==> src/hdl/sbk_pkg.sv <==
package sbk_pkg;

	localparam int KEY_W = 32;
	localparam int TAG_W = 6;

	typedef struct packed {
		logic signed [KEY_W-1:0] key;
		logic [TAG_W-1:0]        tag;
	} entry_t;

	typedef struct packed {
		logic vld;
		logic first;
	} scan_ctl_t;

endpackage

==> src/hdl/sbk_in_if.sv <==
interface sbk_in_if;
	import sbk_pkg::*;

	logic                    valid;
	logic                    ready;
	logic signed [KEY_W-1:0] key_value;
	logic                    batch_end;

	modport source (output valid, key_value, batch_end, input ready);
	modport sink (input valid, key_value, batch_end, output ready);

endinterface

==> src/hdl/sbk_out_if.sv <==
interface sbk_out_if;
	import sbk_pkg::*;

	logic                    valid;
	logic                    ready;
	logic signed [KEY_W-1:0] sorted_key;
	logic [TAG_W-1:0]        origin_index;
	logic                    final_rank;
	logic                    dropped_items;

	modport source (output valid, sorted_key, origin_index, final_rank, dropped_items,
		input ready);
	modport sink (input valid, sorted_key, origin_index, final_rank, dropped_items,
		output ready);

endinterface

==> src/hdl/sbk_mem.sv <==
module sbk_mem #(
	parameter int DEPTH = 64,
	localparam int AW = $clog2(DEPTH)
) (
	input  logic             clk,
	input  logic             we,
	input  logic [AW-1:0]    waddr,
	input  sbk_pkg::entry_t  wdata,
	input  logic             re,
	input  logic [AW-1:0]    raddr,
	output sbk_pkg::entry_t  rdata
);
	import sbk_pkg::*;

	entry_t mem [DEPTH];

	always_ff @(posedge clk) begin
		if (we) begin
			mem[waddr] <= wdata;
		end
	end

	always_ff @(posedge clk) begin
		if (re) begin
			rdata <= mem[raddr];
		end
	end

endmodule

==> src/hdl/sbk_minfind.sv <==
module sbk_minfind #(
	parameter int IW = 6
) (
	input  logic               clk,
	input  sbk_pkg::scan_ctl_t ctl,
	input  logic [IW-1:0]      idx,
	input  sbk_pkg::entry_t    rdata,
	output sbk_pkg::entry_t    cur,
	output sbk_pkg::entry_t    best,
	output logic [IW-1:0]      best_idx
);
	import sbk_pkg::*;

	entry_t        cur_q;
	entry_t        best_q;
	logic [IW-1:0] best_idx_q;

	// Only a strictly smaller key replaces the minimum, so the first of equal keys wins.
	always_ff @(posedge clk) begin
		if (ctl.vld) begin
			if (ctl.first) begin
				cur_q      <= rdata;
				best_q     <= rdata;
				best_idx_q <= idx;
			end else if ($signed(rdata.key) < $signed(best_q.key)) begin
				best_q     <= rdata;
				best_idx_q <= idx;
			end
		end
	end

	assign cur      = cur_q;
	assign best     = best_q;
	assign best_idx = best_idx_q;

endmodule

==> src/hdl/selection_sort_by_key_top.sv <==
// Channel  Modport  Payload                                               Request
// keys     sink     key_value, batch_end                                  one key to load
// sorted   source   sorted_key, origin_index, final_rank, dropped_items   one ranked key
//
// Keys are written to the memory as they are accepted in the load phase. Sorting a batch
// runs in passes: each pass streams the unsorted tail through the single memory read port
// and then writes the swap in ST_SWAP_B and ST_SWAP_I, as the memory has one write port.
// Each result then goes through a memory read followed by the result register load.
// Reset clears the fill count, the overflow flag and the sequencer; the key memory is not
// cleared. A stalled result holds in its register; keys are refused outside the load phase.
module selection_sort_by_key_top #(
	parameter int CAPACITY = 64
) (
	input  logic       clk,
	input  logic       arst_n,
	sbk_in_if.sink     keys,
	sbk_out_if.source  sorted
);
	import sbk_pkg::*;

	localparam int IW = $clog2(CAPACITY);
	localparam int CW = $clog2(CAPACITY + 1);
	localparam logic [CW-1:0] FULL = CW'(CAPACITY);

	localparam logic [2:0] ST_LOAD    = 3'd0;
	localparam logic [2:0] ST_SCAN    = 3'd1;
	localparam logic [2:0] ST_SWAP_B  = 3'd2;
	localparam logic [2:0] ST_SWAP_I  = 3'd3;
	localparam logic [2:0] ST_EMIT_RD = 3'd4;
	localparam logic [2:0] ST_EMIT_LD = 3'd5;

	logic [2:0]    state_q;
	logic [CW-1:0] fill_q;
	logic          ovf_q;
	logic [IW-1:0] pos_q;
	logic [CW-1:0] iss_q;
	logic [IW-1:0] emit_q;
	logic          rv_s1;
	logic [IW-1:0] ridx_s1;
	logic          res_valid_q;
	entry_t        res_q;
	logic          res_final_q;
	logic          res_drop_q;

	logic          in_acc;
	logic          has_room;
	logic [CW-1:0] fill_inc;
	logic [CW-1:0] fill_m1;
	logic [IW-1:0] last_idx;
	logic          issuing;
	logic          emit_go;
	logic          emit_last;
	logic          more_passes;

	logic          mem_we;
	logic [IW-1:0] mem_waddr;
	entry_t        mem_wdata;
	logic          mem_re;
	logic [IW-1:0] mem_raddr;
	entry_t        mem_rdata;

	scan_ctl_t     scan_ctl;
	entry_t        cur;
	entry_t        best;
	logic [IW-1:0] best_idx;

	assign keys.ready  = (state_q == ST_LOAD);
	assign in_acc      = keys.valid && keys.ready;
	assign has_room    = fill_q < FULL;
	assign fill_inc    = fill_q + CW'(1);
	assign fill_m1     = fill_q - CW'(1);
	assign last_idx    = fill_m1[IW-1:0];
	assign issuing     = iss_q < fill_q;
	assign emit_go     = !res_valid_q || sorted.ready;
	assign emit_last   = (emit_q == last_idx);
	assign more_passes = (CW'(pos_q) + CW'(2)) < fill_q;

	assign scan_ctl.vld   = rv_s1;
	assign scan_ctl.first = (ridx_s1 == pos_q);

	always_comb begin
		mem_we    = 1'b0;
		mem_waddr = fill_q[IW-1:0];
		mem_wdata = '{key: keys.key_value, tag: TAG_W'(fill_q)};
		mem_re    = 1'b0;
		mem_raddr = iss_q[IW-1:0];
		unique case (state_q)
			ST_LOAD: begin
				mem_we = in_acc && has_room;
			end
			ST_SCAN: begin
				mem_re = issuing;
			end
			ST_SWAP_B: begin
				mem_we    = 1'b1;
				mem_waddr = best_idx;
				mem_wdata = cur;
			end
			ST_SWAP_I: begin
				mem_we    = 1'b1;
				mem_waddr = pos_q;
				mem_wdata = best;
			end
			ST_EMIT_RD: begin
				mem_re    = emit_go;
				mem_raddr = emit_q;
			end
			default: begin
			end
		endcase
	end

	always_ff @(posedge clk or negedge arst_n) begin
		if (!arst_n) begin
			state_q     <= ST_LOAD;
			fill_q      <= '0;
			ovf_q       <= 1'b0;
			pos_q       <= '0;
			iss_q       <= '0;
			emit_q      <= '0;
			rv_s1       <= 1'b0;
			ridx_s1     <= '0;
			res_valid_q <= 1'b0;
		end else begin
			rv_s1   <= (state_q == ST_SCAN) && issuing;
			ridx_s1 <= iss_q[IW-1:0];
			if (state_q == ST_EMIT_LD) begin
				res_valid_q <= 1'b1;
			end else if (sorted.ready) begin
				res_valid_q <= 1'b0;
			end
			unique case (state_q)
				ST_LOAD: begin
					if (in_acc) begin
						if (has_room) begin
							fill_q <= fill_inc;
						end else begin
							ovf_q <= 1'b1;
						end
						if (keys.batch_end) begin
							pos_q  <= '0;
							iss_q  <= '0;
							emit_q <= '0;
							if ((has_room ? fill_inc : fill_q) > CW'(1)) begin
								state_q <= ST_SCAN;
							end else begin
								state_q <= ST_EMIT_RD;
							end
						end
					end
				end
				ST_SCAN: begin
					if (issuing) begin
						iss_q <= iss_q + CW'(1);
					end
					if (rv_s1 && ridx_s1 == last_idx) begin
						state_q <= ST_SWAP_B;
					end
				end
				ST_SWAP_B: begin
					state_q <= ST_SWAP_I;
				end
				ST_SWAP_I: begin
					pos_q <= pos_q + IW'(1);
					iss_q <= CW'(pos_q) + CW'(1);
					if (more_passes) begin
						state_q <= ST_SCAN;
					end else begin
						state_q <= ST_EMIT_RD;
					end
				end
				ST_EMIT_RD: begin
					if (emit_go) begin
						state_q <= ST_EMIT_LD;
					end
				end
				ST_EMIT_LD: begin
					if (emit_last) begin
						fill_q  <= '0;
						ovf_q   <= 1'b0;
						state_q <= ST_LOAD;
					end else begin
						emit_q  <= emit_q + IW'(1);
						state_q <= ST_EMIT_RD;
					end
				end
				default: begin
					state_q <= ST_LOAD;
				end
			endcase
		end
	end

	always_ff @(posedge clk) begin
		if (state_q == ST_EMIT_LD) begin
			res_q       <= mem_rdata;
			res_final_q <= emit_last;
			res_drop_q  <= ovf_q;
		end
	end

	assign sorted.valid         = res_valid_q;
	assign sorted.sorted_key    = res_q.key;
	assign sorted.origin_index  = res_q.tag;
	assign sorted.final_rank    = res_final_q;
	assign sorted.dropped_items = res_drop_q;

	sbk_mem #(
		.DEPTH (CAPACITY)
	) u_mem (
		.clk   (clk),
		.we    (mem_we),
		.waddr (mem_waddr),
		.wdata (mem_wdata),
		.re    (mem_re),
		.raddr (mem_raddr),
		.rdata (mem_rdata)
	);

	sbk_minfind #(
		.IW (IW)
	) u_minfind (
		.clk      (clk),
		.ctl      (scan_ctl),
		.idx      (ridx_s1),
		.rdata    (mem_rdata),
		.cur      (cur),
		.best     (best),
		.best_idx (best_idx)
	);

endmodule

==> src/flat_wrapper.sv <==
// flat-port wrapper written by rule: the top's interface ports become plain ports
module selection_sort_by_key_top_flat import sbk_pkg::*;
#(
	parameter int CAPACITY = 64
)
  (clk, arst_n, keys_valid, keys_key_value, keys_batch_end, keys_ready, sorted_valid, sorted_sorted_key, sorted_origin_index, sorted_final_rank, sorted_dropped_items, sorted_ready);
  sbk_in_if keys_i ();
  sbk_out_if sorted_i ();
  input  logic clk;
  input  logic arst_n;
  input wire logic [$bits(keys_i.valid)-1:0] keys_valid;
  input wire logic [$bits(keys_i.key_value)-1:0] keys_key_value;
  input wire logic [$bits(keys_i.batch_end)-1:0] keys_batch_end;
  output wire logic [$bits(keys_i.ready)-1:0] keys_ready;
  output wire logic [$bits(sorted_i.valid)-1:0] sorted_valid;
  output wire logic [$bits(sorted_i.sorted_key)-1:0] sorted_sorted_key;
  output wire logic [$bits(sorted_i.origin_index)-1:0] sorted_origin_index;
  output wire logic [$bits(sorted_i.final_rank)-1:0] sorted_final_rank;
  output wire logic [$bits(sorted_i.dropped_items)-1:0] sorted_dropped_items;
  input wire logic [$bits(sorted_i.ready)-1:0] sorted_ready;
  assign keys_i.valid = keys_valid;
  assign keys_i.key_value = keys_key_value;
  assign keys_i.batch_end = keys_batch_end;
  assign keys_ready = keys_i.ready;
  assign sorted_valid = sorted_i.valid;
  assign sorted_sorted_key = sorted_i.sorted_key;
  assign sorted_origin_index = sorted_i.origin_index;
  assign sorted_final_rank = sorted_i.final_rank;
  assign sorted_dropped_items = sorted_i.dropped_items;
  assign sorted_i.ready = sorted_ready;
  selection_sort_by_key_top #(.CAPACITY(CAPACITY)) u_core (.clk(clk), .arst_n(arst_n), .keys(keys_i), .sorted(sorted_i));
endmodule
==> config.mk <==
export PLATFORM = sky130hd
export DESIGN_NAME = selection_sort_by_key_top_flat
export DESIGN_NICKNAME = d
export VERILOG_FILES = /design/src/hdl/sbk_pkg.sv /design/src/hdl/sbk_in_if.sv /design/src/hdl/sbk_out_if.sv /design/src/hdl/sbk_mem.sv /design/src/hdl/sbk_minfind.sv /design/src/hdl/selection_sort_by_key_top.sv /design/src/flat_wrapper.sv
export SDC_FILE = /design/constraint.sdc
export NUM_CORES = 2
export LEC_CHECK = 0
export BUFFER_PORTS_ARGS = -buffer_cell sky130_fd_sc_hd__buf_2
export CAP_MARGIN = 40
export CELL_PAD_IN_SITES_DETAIL_PLACEMENT = 1
export CELL_PAD_IN_SITES_GLOBAL_PLACEMENT = 2
export CORE_MARGIN = 8
export CORE_UTILIZATION = 36
export CTS_CLUSTER_SIZE = 28
export DETAILED_ROUTE_END_ITERATION = 10
export PLACE_DENSITY = 0.62
export SYNTH_ARGS = -nofsm -noshare
export SYNTH_HDL_FRONTEND = slang
export SYNTH_HIERARCHICAL = 1
export SYNTH_SLANG_ARGS = --single-unit
==> constraint.sdc <==
create_clock -name clk -period 4.8 [get_ports clk]
set_input_delay 0.72 -clock clk [delete_from_list [all_inputs] [get_ports clk]]
set_output_delay 0.72 -clock clk [all_outputs]
set_load 0.02 [all_outputs]
== After elaboration in Yosys (flattened, before gate mapping) ==
Memories as Yosys holds them, arrays and structs flattened. A register that Yosys moved wholly into a read port is not among the register bits.
Index checks and enable logic that the tools add are counted.
Cells by class
  mux-type cells: 38
  add/sub/neg operators: 7
  reductions and logical operators: 21
  eq/ne operators: 16
  $lt $le $gt $ge: 5
Operators by type and width (count)
  two-way mux 38 bit: 2
  one-hot mux 38 bit (2 select lines): 1
  two-way mux 7 bit: 6
  two-way mux 6 bit: 6
  one-hot mux 6 bit (2 select lines): 3
  < comparator 32 bit: 1
  two-way mux 3 bit: 7
  one-hot mux 7 bit (3 select lines): 1
  equality test 6 bit: 3
  one-hot mux 3 bit (6 select lines): 1
  AND reduction 4 bit: 4
  adder 7 x 1 -> 7 bit (second input constant): 2
  < comparator 7 bit: 2
  one-hot mux 7 bit (2 select lines): 1
  adder 6 x 1 -> 6 bit (second input constant): 2
  != test 2 bit (second input constant): 5
  nonzero test 2 bit: 4
  adder 6 x 1 -> 7 bit (second input constant): 1
  adder 6 x 2 -> 7 bit (second input constant): 1
  > comparator 7 x 1 -> 1 bit (second input constant): 1
  < comparator 7 bit (second input constant): 1
  two-way mux 1 bit: 7
  equality test 3 x 2 -> 1 bit (second input constant): 2
  equality test 3 bit (second input constant): 2
  12 further kinds: 21
Storage, ports and cells
  memory bits (writable): 2432
  word-level logic and storage cells: 106
  input bits: 37
  output and inout port bits: 42
  register bits after elaboration: 160
  memories: 1
Memories
  u_core.u_mem.mem: depth 64, bits a word 38, read ports 1, clocked after memory_dff 1, wr ports 1, line sbk_mem.sv:15  | entry_t mem [DEPTH];

== Logic depth before layout (Yosys ltp) ==
  depth after elaboration: 7
  mapped depth: 13
  depth with buffers taken out: 9

== Cells and area by module ==
Netlist, hierarchy kept.
By module, submodules not included
  sbk_mem: area each 93319.5 um^2, instances 1, cells each 3989, sequential area each 74171.1 um^2
  selection_sort_by_key_top: area each 4976.0 um^2, instances 1, cells each 518, sequential area each 2152.1 um^2
  sbk_minfind: area each 3266.9 um^2, instances 1, cells each 197, sequential area each 2462.4 um^2

== Worst setup path after synthesis ==
No wires, ideal clock.
  kind: register -> register
  start: register u_core.state_q[0]
  end: memory u_core/u_mem/mem[48][0] (netlist bit) (enable)
  setup time: 0.480 ns
  stages on the path, launching flop included: 9
  path slack: -0.374 ns
  arrival time: 4.693 ns
  cell sequence: dfrtp_1 -> clkbuf_1 -> clkbuf_1 -> clkbuf_1 -> mux2i_1 -> a21oi_1 -> nor2b_1 -> nand4b_1 -> nor3_1
Between the ends
  elaborated cells between the ends (all ways): 10
  those cells by class: eq/ne (2); mux (4); reduce/logical (4)
RTL lines
  start, declared: line selection_sort_by_key_top.sv:32  | logic [2:0] state_q;
  start signal, assigned: line selection_sort_by_key_top.sv:115  | state_q <= ST_LOAD;
  start signal, assigned: line selection_sort_by_key_top.sv:145  | state_q <= ST_SCAN;
  start signal, assigned: line selection_sort_by_key_top.sv:147  | state_q <= ST_EMIT_RD;
  equality test 3 x 2 -> 1 bit: line selection_sort_by_key_top.sv:87  | unique case (state_q)
  one-hot mux 6 bit (2 select lines) (*): line selection_sort_by_key_top.sv:87
  net u_core.mem_waddr[4]: line selection_sort_by_key_top.sv:56  | logic [IW-1:0] mem_waddr;
  end, declared: line sbk_mem.sv:15
Mark *: on every way through the listed nets, which the timed path passes. The rest lies on a longest branch.

== Worst setup path after layout ==
  start: register u_core.state_q[0]
  end: register u_core/u_mem/rdata[0] (netlist name)
Between the ends
  word-level cells in the longest chain between the ends: 2
  elaborated cells between the ends (all ways): 4
  those cells by class: eq/ne (2); mux (2)
RTL lines
  equality test 3 bit: line selection_sort_by_key_top.sv:87
  two-way mux 6 bit: line selection_sort_by_key_top.sv:87
  net u_core.mem_raddr[0]: line selection_sort_by_key_top.sv:59  | logic [IW-1:0] mem_raddr;
The timed path passes the listed nets, and every way through them passes these cells.
A chain may end at the register's enable or synchronous reset.

==> results.toml <==
[clocking]
clk_latency_ns = 0.93
cts.repair.resized = 0
cts_root_buffer = "clkbuf_16"
clock_path_buffers = 4
clk_pin_slew_ns = 0.06
cts_inserted_buffers = 298
clock_sinks = 2630
post_cts_buffers = 0
cts_tree = "built"
ctsHtreeMaxLevel = 5

[synth]
syn-cell-area_sq_mm = 0.102
ys.flop_type = "edfxtp_1"
netlist_top_cells_area = "edfxtp_1 (77%), mux4_2 (13%), mux2i_1 (1.1%), a22oi_1 (1.0%), dfrtp_1 (0.94%)"
syn-num-nets = 4790
synth_seq_area_share = 0.776
synth_top_family_by_area = "multiplexers"
netlist.area_leader.share = 0.766
async_flop_share = 0.0144
ys.warnings.count = 6
syn_avg_cell_area_sq_um = 21.6
muxShareOfSynthArea = 0.149
synthAdderAreaFrac = 0.00604
synthDistinctLibCells = 72
synthCells = 4704
yosys.area_share.simple = 0.0194
synth_edf_count = 2592
synth-seq-cells = 2630
synthXorXnorAreaFrac = 0.00265
synth_top_area_cell = "edfxtp_1"
synth_compound_area_frac = 0.0325

[sta]
setup_ws_ns = 0.474
hold_viol_final = 0
fmax_mhz = 231
period_share = 0.901
hold_slack_ns = 0.268
finalSetupTns_ns = 0
rsz0062_at_grt = "no"
drv_slew = 0
tightest_slew_ns = 0.879
setup_viol = 0
fin_crit_ns = 4.33
skew_ns = 0.0627
max-slew-margin-rel = 0.414

[worst_setup_path]
crit_path_max_incr_delay_ns = 0.56
crit_path_cell_trace = "nor3_2 > buf_4 > mux2_8 > buf_12 > buf_4 > mux4_2 > a22oi_1 > nand2_1 > o22ai_1 > nor2_1"
crit_path_max_fanout = 24
end_kind = "register"
path_common_cell = "buf_4"
cp_slowest_cell = "mux4_2"
required_ns = 5.37
critPathLaunchType = "register"
crit_family = "multiplexers"
cp.arrival_ns = 4.89
crit_type = "reg -> reg"
worst-path-buf-inv = 3

[placement]
io_buffers = 78
place.gp.congestion = 0.783
post-dp-hpwl_mm = 184
pre_cts_ws_ns = 0.378

[detailed_routing]
drt_wl_total_mm = 304
first_pass_iters = 6
antenna_left = 0
vias = 51300
drt-initial-drc-count = 5477
drc_errors = 0
routed_via_density = 5.62
wl_per_cell_microns = 33.3

[pwr]
p_leak_uw = 0.0373
finalPower_uw = 67800
vdd_ir_drop_max_v = 0.000392
p_per_area_mw_per_mm2 = 568

[floorplanning]
pin_count = 79
die_h_microns = 547
initial_core_util = 0.361
die_w_microns = 547
rows = 195
design.core.area_sq_mm = 0.282
die-area_sq_mm = 0.299

[final_layout]
area.growth.synth_to_final_pct = 17.5
layout-drive-gt1-share = 0.293
nets = 5255

[min_path]
min_path_type = "in -> reg"

[global_route]
grt_pass1_vias = 53300
grt_use_total = 0.199
grt_max_degree = 65
grt_antenna_before_repair = 14
grt_pass1_wl_mm = 425
grt_overflow_total = 0

[run_status]
outcome = "complete, no violations"

[run]
max-cap-violations = 0
[per-layer routing]
layer | share of wire | GRT usage
met1 | 0.42 | 0.275
met2 | 0.49 | 0.332
met3 | 0.064 | 0.0311
met4 | 0.024 | 0.0471
met5 | 0 | 0
[stage by stage]
stage | util | instances | cell area (sq um)
detailed placement | 0.391 | 8610 | 110000
finish | 0.424 | 9128 | 119000
floorplan | - | 4704 | 102000
global route | 0.424 | 9123 | 119000
CTS | 0.424 | 9121 | 119000
global placement | 0.390 | 8592 | 110000
[state kept, by name, indices dropped and copies added (netlist names)]
signal	flops
u_core/u_minfind/cur	38
u_core/ridx_s1	6
u_core/pos_q	6
u_core/ovf_q	1
u_core/rv_s1	1
u_core/emit_q	6
u_core/u_minfind/best	38
u_core/u_mem/mem	2432
u_core/sorted.dropped_items	1
u_core/state_q	3
u_core/sorted.valid	1
u_core/u_mem/rdata	38
u_core/sorted.sorted_key	32
u_core/u_minfind/best_idx	6
u_core/sorted.final_rank	1
u_core/fill_q	7
u_core/sorted.origin_index	6
u_core/iss_q	7
[worst paths after layout]
| check | from | to | slack, ns | depth (start not counted) |
|---|---|---|---|---|
| worst max-delay path | u_core/state_q[0] | u_core/u_mem/rdata[0] | 0.47 | 10 |
| worst min-delay path | keys_key_value[8] | u_core/u_mem/mem[61][14] | 0.27 | 3 |
| worst max register to register | u_core/state_q[0] | u_core/u_mem/rdata[0] | 0.47 | 10 |
| worst min register to register | u_core/ovf_q | u_core/sorted.dropped_items | 0.46 | 0 |
| max in group asynchronous | arst_n | u_core/state_q[0] | 3.91 | 3 |
| min in group asynchronous | arst_n | u_core/fill_q[3] | 0.36 | 2 |
[worst min-delay path: stages]
cell	delay [ns]
buf_2	0.08
nand2_1	0.07
o21ai_4	0.14
[power breakdown]
group / leakage, uW / total [uW] / switching (uW) / internal [uW]
clock network: 0.00451 / 21900 / 8930 / 13000
registers: 0.0233 / 27300 / 889 / 26400
logic: 0.00957 / 18600 / 11100 / 7520
[cell type report]
class	instances	area, sq um
clock inverter	149	1410
timing repair buffer	418	4100
inverter	50	188
clock buffer	361	7830
fill	26100	162000
sequential	2630	78800
tap	3743	4680
antenna	6	15.0
multi-input combinational	1771	22300
[placed cells by master, fill, tap and decap left out, types with 5 or more instances in the layout]
cell type and count:
and3_1 8, inv_1 48, o221ai_1 34, ha_1 49
a21oi_4 6, a22oi_1 140, clkbuf_1 55, or3_1 11
a21oi_1 118, nor2b_1 10, buf_2 78, or3b_2 5
nand2b_1 8, nor3_1 13, clkinvlp_4 6, nand3b_1 7
clkbuf_16 303, dfrtp_1 37, clkinv_2 38, edfxtp_1 2592
o22ai_1 103, xnor2_1 12, nand2_1 157, xor2_1 11
mux4_2 608, buf_12 83, nand4_1 11, buf_4 250
clkinv_1 70, mux2_2 28, nor2_4 63, nand3_1 24
bufinv_16 27, nor4_1 5, diode_2 6, o21ai_0 27
mux2i_1 112, o21ai_4 33, buf_16 6, nor2_1 90
[cell families after synthesis]
logic type / after synthesis
flops: 2630
mux: 751
compound gates: 506
simple gates: 439
buf+inv: 303
fa+ha+maj: 49
xor+xnor: 26
[cell usage after synthesis, types with 12 or more instances]
cell      number
mux2i_1      112
mux4_2       608
ha_1          49
o221ai_1      34
buf_1         30
buf_4         19
inv_1         48
a21oi_1      124
mux2_2        31
buf_2         64
edfxtp_1    2592
nand3_1       24
nand2_1      158
dfrtp_1       38
xnor2_1       12
buf_6         23
a22oi_1      140
o22ai_1      103
nor3_1        16
clkbuf_1     116
nor2b_1       12
o21ai_0       60
nor2_1       154
[timing repair]
item / in CTS / in global routing
hold endpoints to repair: 17 / 0
setup endpoints to repair: 0 / 0
hold buffers: 1 / 0
No activity file was read; power rests on OpenSTA's default activity.
